## src/blpc_pkg.sv

```systemverilog
package blpc_pkg;

  typedef enum logic [3:0] {
    PH_TEXT   = 4'd0,
    PH_SECOND = 4'd1,
    PH_S_LO   = 4'd2,
    PH_S_HI   = 4'd3,
    PH_S2_LO  = 4'd4,
    PH_S2_HI  = 4'd5,
    PH_E_LO   = 4'd6,
    PH_E_HI   = 4'd7,
    PH_DATA   = 4'd8,
    PH_DONE   = 4'd9
  } phase_t;

  localparam logic [1:0] KIND_TEXT  = 2'd0;
  localparam logic [1:0] KIND_BLOCK = 2'd1;
  localparam logic [1:0] KIND_END   = 2'd2;
  localparam logic [1:0] KIND_ERROR = 2'd3;

  localparam logic [1:0] ERR_HDR_EOF   = 2'd0;
  localparam logic [1:0] ERR_END_BELOW = 2'd1;
  localparam logic [1:0] ERR_SHORT     = 2'd2;

  localparam logic [7:0]  BYTE_MARK = 8'hFF;
  localparam logic [15:0] WORD_MARK = 16'hFFFF;

  localparam logic [31:0] CRC_POLY = 32'hEDB88320;
  localparam logic [31:0] CRC_INIT = 32'hFFFFFFFF;

  typedef struct packed {
    logic [1:0]  kind_res;
    logic [7:0]  text_byte;
    logic [15:0] load_first;
    logic [15:0] load_last;
    logic        has_marker;
    logic [31:0] block_crc;
    logic [1:0]  error_code;
  } res_t;

endpackage

```

## src/blpc_in_if.sv

```systemverilog
interface blpc_in_if;
  logic       valid;
  logic       ready;
  logic       kind;
  logic [7:0] data_byte;

  modport source (output valid, output kind, output data_byte, input ready);
  modport sink   (input valid, input kind, input data_byte, output ready);
endinterface

```

## src/blpc_out_if.sv

```systemverilog
interface blpc_out_if;
  logic        valid;
  logic        ready;
  logic [1:0]  kind_res;
  logic [7:0]  text_byte;
  logic [15:0] load_first;
  logic [15:0] load_last;
  logic        has_marker;
  logic [31:0] block_crc;
  logic [1:0]  error_code;

  modport source (
    output valid, output kind_res, output text_byte, output load_first,
    output load_last, output has_marker, output block_crc, output error_code,
    input ready
  );
  modport sink (
    input valid, input kind_res, input text_byte, input load_first,
    input load_last, input has_marker, input block_crc, input error_code,
    output ready
  );
endinterface

```

## src/blpc_crc_byte.sv

```systemverilog
module blpc_crc_byte (
  input  logic [31:0] crc_in,
  input  logic [7:0]  data_in,
  output logic [31:0] crc_out
);
  import blpc_pkg::*;

  always_comb begin
    logic [31:0] c;
    c = crc_in ^ {24'd0, data_in};
    // one reflected shift per data bit
    for (int i = 0; i < 8; i++) begin
      if (c[0]) begin
        c = (c >> 1) ^ CRC_POLY;
      end else begin
        c = c >> 1;
      end
    end
    crc_out = c;
  end
endmodule

```

## src/binary_load_block_parser_crc.sv

```systemverilog
// Binary load file parser with per-block CRC-32.
//
// in_ch carries one request per file byte (kind = 0, data_byte) or the
// end-of-file mark (kind = 1). Header text bytes come back as text results
// until an FF FF pair; then each block (optional FFFF marker, start word,
// end word, data) yields one block record with the reflected CRC-32 of its
// data. A clean end or an error record closes the file; later requests are
// taken and dropped.
//
// Throughput: one request per clock while in_ch.ready is high. Latency: a
// result appears on out_ch the cycle after its request is taken when the
// output register is free. The byte-wide CRC update sits between the state
// registers and the result register.
//
// A two-entry result queue (output register plus skid register) parts the
// channels: in_ch.ready drops only when both hold a result. While the
// receiver stalls, requests that produce no result keep flowing and one more
// result is parked in the skid register before in_ch.ready drops.
// Reset (rst_n low, synchronous) returns to the text phase and empties both
// result registers.
module binary_load_block_parser_crc (
  input  logic              clk,
  input  logic              rst_n,
  blpc_in_if.sink           in_ch,
  blpc_out_if.source        out_ch
);
  import blpc_pkg::*;

  phase_t      phase_r, phase_nxt;
  logic [15:0] first_addr_r, first_addr_nxt;
  logic [15:0] last_addr_r, last_addr_nxt;
  logic [7:0]  low_half_r, low_half_nxt;
  logic [16:0] bytes_left_r, bytes_left_nxt;
  logic        marker_r, marker_nxt;
  logic [31:0] crc_r, crc_nxt;

  res_t        out_r, out_nxt;
  res_t        skid_r, skid_nxt;
  logic        out_valid_r, out_valid_nxt;
  logic        skid_valid_r, skid_valid_nxt;

  logic        accept;
  logic        out_fire;
  logic        eof;
  logic [15:0] word;
  logic [16:0] span;
  logic [31:0] crc_step;
  logic        res_vld;
  res_t        res;

  assign accept   = in_ch.valid && in_ch.ready;
  assign out_fire = out_valid_r && out_ch.ready;
  assign eof      = in_ch.kind;
  assign word     = {in_ch.data_byte, low_half_r};
  assign span     = {1'b0, word} - {1'b0, first_addr_r} + 17'd1;

  blpc_crc_byte u_crc (
    .crc_in  (crc_r),
    .data_in (in_ch.data_byte),
    .crc_out (crc_step)
  );

  // parse step
  always_comb begin
    phase_nxt      = phase_r;
    first_addr_nxt = first_addr_r;
    last_addr_nxt  = last_addr_r;
    low_half_nxt   = low_half_r;
    bytes_left_nxt = bytes_left_r;
    marker_nxt     = marker_r;
    crc_nxt        = crc_r;
    res_vld        = 1'b0;
    res            = '0;
    if (accept) begin
      case (phase_r)
        PH_TEXT: begin
          if (eof) begin
            phase_nxt    = PH_DONE;
            res_vld      = 1'b1;
            res.kind_res = KIND_END;
          end else if (in_ch.data_byte == BYTE_MARK) begin
            phase_nxt = PH_SECOND;
          end else begin
            res_vld       = 1'b1;
            res.kind_res  = KIND_TEXT;
            res.text_byte = in_ch.data_byte;
          end
        end
        PH_SECOND: begin
          if (eof || in_ch.data_byte != BYTE_MARK) begin
            phase_nxt    = PH_DONE;
            res_vld      = 1'b1;
            res.kind_res = KIND_END;
          end else begin
            phase_nxt = PH_S_LO;
          end
        end
        PH_S_LO: begin
          if (eof) begin
            phase_nxt    = PH_DONE;
            res_vld      = 1'b1;
            res.kind_res = KIND_END;
          end else begin
            low_half_nxt = in_ch.data_byte;
            marker_nxt   = 1'b0;
            phase_nxt    = PH_S_HI;
          end
        end
        PH_S_HI, PH_S2_LO, PH_S2_HI, PH_E_LO, PH_E_HI: begin
          if (eof) begin
            phase_nxt      = PH_DONE;
            res_vld        = 1'b1;
            res.kind_res   = KIND_ERROR;
            res.error_code = ERR_HDR_EOF;
          end else begin
            case (phase_r)
              PH_S_HI: begin
                if (word == WORD_MARK) begin
                  marker_nxt = 1'b1;
                  phase_nxt  = PH_S2_LO;
                end else begin
                  first_addr_nxt = word;
                  phase_nxt      = PH_E_LO;
                end
              end
              PH_S2_LO: begin
                low_half_nxt = in_ch.data_byte;
                phase_nxt    = PH_S2_HI;
              end
              PH_S2_HI: begin
                first_addr_nxt = word;
                phase_nxt      = PH_E_LO;
              end
              PH_E_LO: begin
                low_half_nxt = in_ch.data_byte;
                phase_nxt    = PH_E_HI;
              end
              default: begin
                last_addr_nxt = word;
                if (word < first_addr_r) begin
                  phase_nxt      = PH_DONE;
                  res_vld        = 1'b1;
                  res.kind_res   = KIND_ERROR;
                  res.error_code = ERR_END_BELOW;
                end else begin
                  bytes_left_nxt = span;
                  crc_nxt        = CRC_INIT;
                  phase_nxt      = PH_DATA;
                end
              end
            endcase
          end
        end
        PH_DATA: begin
          if (eof) begin
            phase_nxt      = PH_DONE;
            res_vld        = 1'b1;
            res.kind_res   = KIND_ERROR;
            res.error_code = ERR_SHORT;
          end else begin
            crc_nxt        = crc_step;
            bytes_left_nxt = bytes_left_r - 17'd1;
            if (bytes_left_r == 17'd1) begin
              phase_nxt      = PH_S_LO;
              res_vld        = 1'b1;
              res.kind_res   = KIND_BLOCK;
              res.load_first = first_addr_r;
              res.load_last  = last_addr_r;
              res.has_marker = marker_r;
              res.block_crc  = crc_step ^ CRC_INIT;
            end
          end
        end
        default: begin
          // finished or meaningless phase: drop the request
        end
      endcase
    end
  end

  // result queue: output register with one skid entry
  always_comb begin
    out_nxt        = out_r;
    skid_nxt       = skid_r;
    out_valid_nxt  = out_valid_r;
    skid_valid_nxt = skid_valid_r;
    if (skid_valid_r) begin
      if (out_fire) begin
        out_nxt        = skid_r;
        skid_valid_nxt = 1'b0;
      end
    end else if (res_vld) begin
      if (!out_valid_r || out_fire) begin
        out_nxt       = res;
        out_valid_nxt = 1'b1;
      end else begin
        skid_nxt       = res;
        skid_valid_nxt = 1'b1;
      end
    end else if (out_fire) begin
      out_valid_nxt = 1'b0;
    end
  end

  always_ff @(posedge clk) begin
    if (!rst_n) begin
      phase_r      <= PH_TEXT;
      first_addr_r <= '0;
      last_addr_r  <= '0;
      low_half_r   <= '0;
      bytes_left_r <= '0;
      marker_r     <= 1'b0;
      crc_r        <= CRC_INIT;
      out_valid_r  <= 1'b0;
      skid_valid_r <= 1'b0;
    end else begin
      phase_r      <= phase_nxt;
      first_addr_r <= first_addr_nxt;
      last_addr_r  <= last_addr_nxt;
      low_half_r   <= low_half_nxt;
      bytes_left_r <= bytes_left_nxt;
      marker_r     <= marker_nxt;
      crc_r        <= crc_nxt;
      out_valid_r  <= out_valid_nxt;
      skid_valid_r <= skid_valid_nxt;
    end
  end

  always_ff @(posedge clk) begin
    out_r  <= out_nxt;
    skid_r <= skid_nxt;
  end

  assign in_ch.ready        = !skid_valid_r;
  assign out_ch.valid       = out_valid_r;
  assign out_ch.kind_res    = out_r.kind_res;
  assign out_ch.text_byte   = out_r.text_byte;
  assign out_ch.load_first  = out_r.load_first;
  assign out_ch.load_last   = out_r.load_last;
  assign out_ch.has_marker  = out_r.has_marker;
  assign out_ch.block_crc   = out_r.block_crc;
  assign out_ch.error_code  = out_r.error_code;

`ifndef SYNTHESIS
  a_skid_behind_out: assert property (@(posedge clk) disable iff (!rst_n)
    skid_valid_r |-> out_valid_r)
    else $error("skid entry held while output register empty");

  a_done_sticks: assert property (@(posedge clk) disable iff (!rst_n)
    phase_r == PH_DONE |=> phase_r == PH_DONE)
    else $error("parser left the finished phase");

  a_data_count: assert property (@(posedge clk) disable iff (!rst_n)
    phase_r == PH_DATA |-> bytes_left_r != 17'd0)
    else $error("data phase with no bytes left");

  a_skid_on_stall: assert property (@(posedge clk) disable iff (!rst_n)
    $rose(skid_valid_r) |-> $past(out_valid_r && !out_ch.ready))
    else $error("skid filled without a stalled output");
`endif

endmodule
```

## src/flat_wrapper.sv

```systemverilog
// flat-port wrapper written by rule: the top's interface ports become plain ports
module binary_load_block_parser_crc_flat import blpc_pkg::*;
  (clk, rst_n, in_ch_valid, in_ch_kind, in_ch_data_byte, in_ch_ready, out_ch_valid, out_ch_kind_res, out_ch_text_byte, out_ch_load_first, out_ch_load_last, out_ch_has_marker, out_ch_block_crc, out_ch_error_code, out_ch_ready);
  blpc_in_if in_ch_i ();
  blpc_out_if out_ch_i ();
  input  logic clk;
  input  logic rst_n;
  input wire logic [$bits(in_ch_i.valid)-1:0] in_ch_valid;
  input wire logic [$bits(in_ch_i.kind)-1:0] in_ch_kind;
  input wire logic [$bits(in_ch_i.data_byte)-1:0] in_ch_data_byte;
  output wire logic [$bits(in_ch_i.ready)-1:0] in_ch_ready;
  output wire logic [$bits(out_ch_i.valid)-1:0] out_ch_valid;
  output wire logic [$bits(out_ch_i.kind_res)-1:0] out_ch_kind_res;
  output wire logic [$bits(out_ch_i.text_byte)-1:0] out_ch_text_byte;
  output wire logic [$bits(out_ch_i.load_first)-1:0] out_ch_load_first;
  output wire logic [$bits(out_ch_i.load_last)-1:0] out_ch_load_last;
  output wire logic [$bits(out_ch_i.has_marker)-1:0] out_ch_has_marker;
  output wire logic [$bits(out_ch_i.block_crc)-1:0] out_ch_block_crc;
  output wire logic [$bits(out_ch_i.error_code)-1:0] out_ch_error_code;
  input wire logic [$bits(out_ch_i.ready)-1:0] out_ch_ready;
  assign in_ch_i.valid = in_ch_valid;
  assign in_ch_i.kind = in_ch_kind;
  assign in_ch_i.data_byte = in_ch_data_byte;
  assign in_ch_ready = in_ch_i.ready;
  assign out_ch_valid = out_ch_i.valid;
  assign out_ch_kind_res = out_ch_i.kind_res;
  assign out_ch_text_byte = out_ch_i.text_byte;
  assign out_ch_load_first = out_ch_i.load_first;
  assign out_ch_load_last = out_ch_i.load_last;
  assign out_ch_has_marker = out_ch_i.has_marker;
  assign out_ch_block_crc = out_ch_i.block_crc;
  assign out_ch_error_code = out_ch_i.error_code;
  assign out_ch_i.ready = out_ch_ready;
  binary_load_block_parser_crc u_core (.clk(clk), .rst_n(rst_n), .in_ch(in_ch_i), .out_ch(out_ch_i));
endmodule
```

## config.mk

```make
export PLATFORM = sky130hd
export DESIGN_NAME = binary_load_block_parser_crc_flat
export DESIGN_NICKNAME = d
export VERILOG_FILES = /design/src/blpc_pkg.sv /design/src/blpc_in_if.sv /design/src/blpc_out_if.sv /design/src/blpc_crc_byte.sv /design/src/binary_load_block_parser_crc.sv /design/src/flat_wrapper.sv
export SDC_FILE = /design/constraint.sdc
export NUM_CORES = 1
export LEC_CHECK = 0
export BUFFER_PORTS_ARGS = -buffer_cell sky130_fd_sc_hd__clkbuf_2
export CORE_UTILIZATION = 33
export CTS_CLUSTER_DIAMETER = 100
export DETAILED_ROUTE_END_ITERATION = 12
export HOLD_SLACK_MARGIN = 0.02
export PLACE_DENSITY = 0.49
export SLEW_MARGIN = 5
export SYNTH_ARGS = -nofsm -noshare
export SYNTH_HDL_FRONTEND = slang
export SYNTH_HIERARCHICAL = 1
export SYNTH_SLANG_ARGS = --single-unit
```

## constraint.sdc

```tcl
create_clock -name clk -period 8 [get_ports clk]
set_clock_uncertainty 0.15 [all_clocks]
set_input_delay 1.2 -clock clk [delete_from_list [all_inputs] [get_ports clk]]
set_output_delay 1.2 -clock clk [all_outputs]
set_load 0.1 [all_outputs]
```

==> impl_metrics.py <==
metrics = {
    "status": {
        "status": "complete, no violations",
    },
    "floorplanning": {
        "pin_count": 92,
        "die_x_um": 195.1,
        "die_area_um2": 38070,
        "rows": 70,
        "die_h_um": 195.1,
        "core_area_um2": 36610,
        "initial_core_util_pct": 33.61,
    },
    "clock_network": {
        "clkLatencyLatePin_ns": 0.55,
        "ctsHoldBuffers": 0,
        "clk_pin_slew_ns": 0.06,
        "cts_buffers": 28,
        "cts.sink_count": 250,
        "root_buffer": "clkbuf_16",
        "post-cts-setup-buffers": 0,
        "tritoncts": "done",
        "htreeDepth": 1,
        "cts_max_path_buffers": 3,
        "post_cts_resized": 0,
    },
    "power": {
        "ir_drop_mv": 0.1752,
        "powerDensity_nw_per_um2": 252.1,
        "leakagePower_nw": 5.927,
    },
    "setup_path": {
        "critical_path_class": "input port to register",
        "worstPathArrival_ns": 4.44,
        "endpoint_kind": "register",
        "crit_path_cell_trace": "clkbuf_2 > ha_1 > nand4_1 > a2111oi_0 > o21ai_0 > o2111ai_1 > a221o_1 > nor3_4 > buf_4",
        "crit_required_ns": 8.02,
        "crit_slowest_cell": "buf_4",
        "cp_slowest_stage_delay_ns": 0.79,
        "cp-start-kind": "input port",
        "crit_fanout": 76,
        "r2r_setup_slack_ns": 3.74,
    },
    "min_path": {
        "worstHoldPathType": "register to register",
    },
    "placement": {
        "dpl.hpwl_um": 20650,
        "port_buffers": 91,
        "place_congestion": 0.8604,
    },
    "drt": {
        "wl_per_cell_um": 18.24,
        "dr.first_iter.drc_count": 485,
        "drt-pass1-iter-count": 5,
        "ant_nets": 0,
        "wirelength_um": 30240,
        "vias": 8464,
        "via_per_inst": 5.105,
        "drc": 0,
    },
    "sta": {
        "fin_tns_setup_ns": 0,
        "maxSlewHeadroom_pct": 20.65,
        "rsz0062_at_grt": "false",
        "hold_violations": 0,
        "timing.fmax_ghz": 0.2261,
        "drv_slew": 0,
        "worst_pin_slew_ns": 1.189,
        "layout_min_cycle_time_ns": 4.424,
        "fin_crit_sh_pct": 55.30,
        "setup_viol": 0,
    },
    "global_route": {
        "grtUsageTotal_pct": 16.10,
        "antenna_found_initial": 0,
        "grt-ovfl-total": 0,
        "grt_pass1_vias": 8441,
        "grt_pass1_wl_um": 48690,
        "grt_max_degree": 82,
    },
    "yosys": {
        "syn_nets": 1162,
        "ys_ff_latch": 250,
        "yosysTopAreaCellShare_pct": 37.58,
        "synth_cell_types": 72,
        "ys_async_sr_fraction_pct": 0,
        "yosys_warnings": 6,
        "synth_edf_count": 154,
        "ys.flop_type": "edfxtp_1",
        "netlist_area_um2": 12310,
        "yosysSeqAreaShare_pct": 53.20,
        "synth_top_area_cell": "edfxtp_1",
        "syn_area_per_cell_um2": 11.13,
        "ys_top_cells_by_area": "edfxtp_1 38%, dfxtp_1 16%, a21o_1 4.7%, ha_1 3.6%, nand2_1 2.7%",
        "postSynthCellCount": 1106,
    },
    "layout": {
        "fin_util_pct": 38.70,
        "seq_area_um2": 6548,
        "area_growth_pct": 15.13,
        "num_antenna_cells": 0,
        "nets": 1224,
        "n_fill_cell": 3572,
        "drive_gt1_share_pct": 14.37,
        "multiInputGateArea_um2": 5381,
    },
    "job": {
        "drv_cap": 0,
    },
}
-- worst paths after layout --
kind | start | endpoint | cells after the start
worst min-delay path | u_core/last_addr_r[5]$_SDFFE_PN0P_ | u_core/last_addr_r[5]$_SDFFE_PN0P_ | 2
worst max register to register | u_core/low_half_r[2]$_SDFFE_PN0P_ | u_core/skid_r[57]$_DFFE_PP_ | 9
worst min register to register | u_core/last_addr_r[5]$_SDFFE_PN0P_ | u_core/last_addr_r[5]$_SDFFE_PN0P_ | 2
worst max-delay path | in_ch_data_byte[1] | u_core/skid_r[57]$_DFFE_PP_ | 9
-- placed cells by master (no fill, tap or decap), types with 5 or more instances in the layout --
cell type / count
a211oi_1: 7
a21o_1: 77
a21oi_1: 53
a31oi_1: 7
and2_1: 27
and3_1: 11
buf_4: 9
bufinv_16: 6
clkbuf_1: 8
clkbuf_16: 29
clkbuf_2: 91
dfxtp_1: 95
edfxtp_1: 154
fa_1: 8
ha_1: 35
inv_1: 36
mux2i_1: 28
nand2_1: 88
nand3_1: 7
nand4_1: 9
nor2_1: 89
nor2b_1: 7
nor3_1: 64
nor4_1: 6
o211ai_1: 36
o21a_1: 11
o21ai_0: 34
o22ai_1: 5
xnor2_1: 37
xnor3_1: 11
xor2_1: 12
xor3_1: 5
-- state kept, by name, summed over array words and instances, names as in the netlist, 2 cells and up --
register,flops
u_core/out_ch.load_first,16
u_core/crc_r,32
u_core/out_ch.error_code,2
u_core/low_half_r,8
u_core/skid_r,77
u_core/first_addr_r,16
u_core/out_ch.kind_res,2
u_core/out_ch.load_last,16
u_core/last_addr_r,16
u_core/out_ch.text_byte,8
u_core/phase_r,4
u_core/out_ch.block_crc,32
u_core/bytes_left_r,17
-- metal layers --
metal	up-vias	share of wire, %	global-route usage [%]
li1	4149	-	-
met3	35	3.3	1.727
met5	-	0	0
met1	4131	50	23.28
met2	149	45	25.34
met4	0	2.1	4.724
-- cells by family after synthesis --
kind of cell | after synthesis | synth area share [%]
simple gates | 344 | 13.68
compound gates | 261 | 14.35
flops | 250 | 53.20
buf+inv | 104 | 3.264
xor+xnor | 76 | 8.378
fa+ha+maj | 43 | 4.860
mux | 28 | 2.278
-- metrics by stage --
stage / setup WS (ns) / area, µm² / hold WS (ns) / power [mW] / cells
floorplan: 0.8810 / 12310 / 0.2773 / 2.067 / 1106
global placement: 3.127 / 13170 / 0.2863 / 2.209 / 1606
detailed placement: 3.053 / 13170 / 0.2926 / 2.208 / 1606
CTS: 3.609 / 14170 / 0.2993 / 3.620 / 1658
global route: 3.282 / 14170 / 0.3141 / 3.708 / 1658
finish: 3.576 / 14170 / 0.2971 / 3.572 / 1658
-- cells in the mapped netlist, types with 5 or more instances --
| cell | instances |
|---|---|
| o21a_1 | 11 |
| o22ai_1 | 5 |
| buf_2 | 9 |
| dfxtp_1 | 96 |
| a31oi_1 | 7 |
| o211ai_1 | 36 |
| a211oi_1 | 7 |
| mux2i_1 | 28 |
| a21oi_1 | 53 |
| and2_1 | 27 |
| nor3_1 | 65 |
| nand3_1 | 7 |
| nor2b_1 | 7 |
| xor2_1 | 12 |
| o21ai_0 | 34 |
| a21o_1 | 77 |
| inv_1 | 36 |
| ha_1 | 35 |
| xnor2_1 | 37 |
| and3_1 | 11 |
| nor2_1 | 89 |
| fa_1 | 8 |
| xnor3_1 | 11 |
| nor4_1 | 6 |
| clkbuf_1 | 52 |
| buf_1 | 7 |
| edfxtp_1 | 154 |
| xor3_1 | 5 |
| nand2_1 | 89 |
| nand4_1 | 9 |
-- final cells by class --
type                    count  area share, %
multi-input cells         752          37.98
repair buffers            100          3.692
flip-flops and latches    250          46.22
clock inverters            14          1.590
well taps                 468          4.133
inverters                  36         0.9538
clock buffers              38          5.431
-- worst max-delay path: cells and delay by family --
family	cells	cell delay (ns)
AOI/OAI and AO/OA	4	1.47
buffers and inverters	2	1.04
adders and majority gates	1	0.40
and+or+nand+nor	2	0.26
-- report_power, final --
part	total (mW)	leakage (nW)	internal [mW]	switching, mW
Sequential	1.46	2.25	1.43	0.0292
Combinational	0.714	3.20	0.172	0.543
Clock	1.39	0.476	0.866	0.528
(Power assumes the default switching activity.)
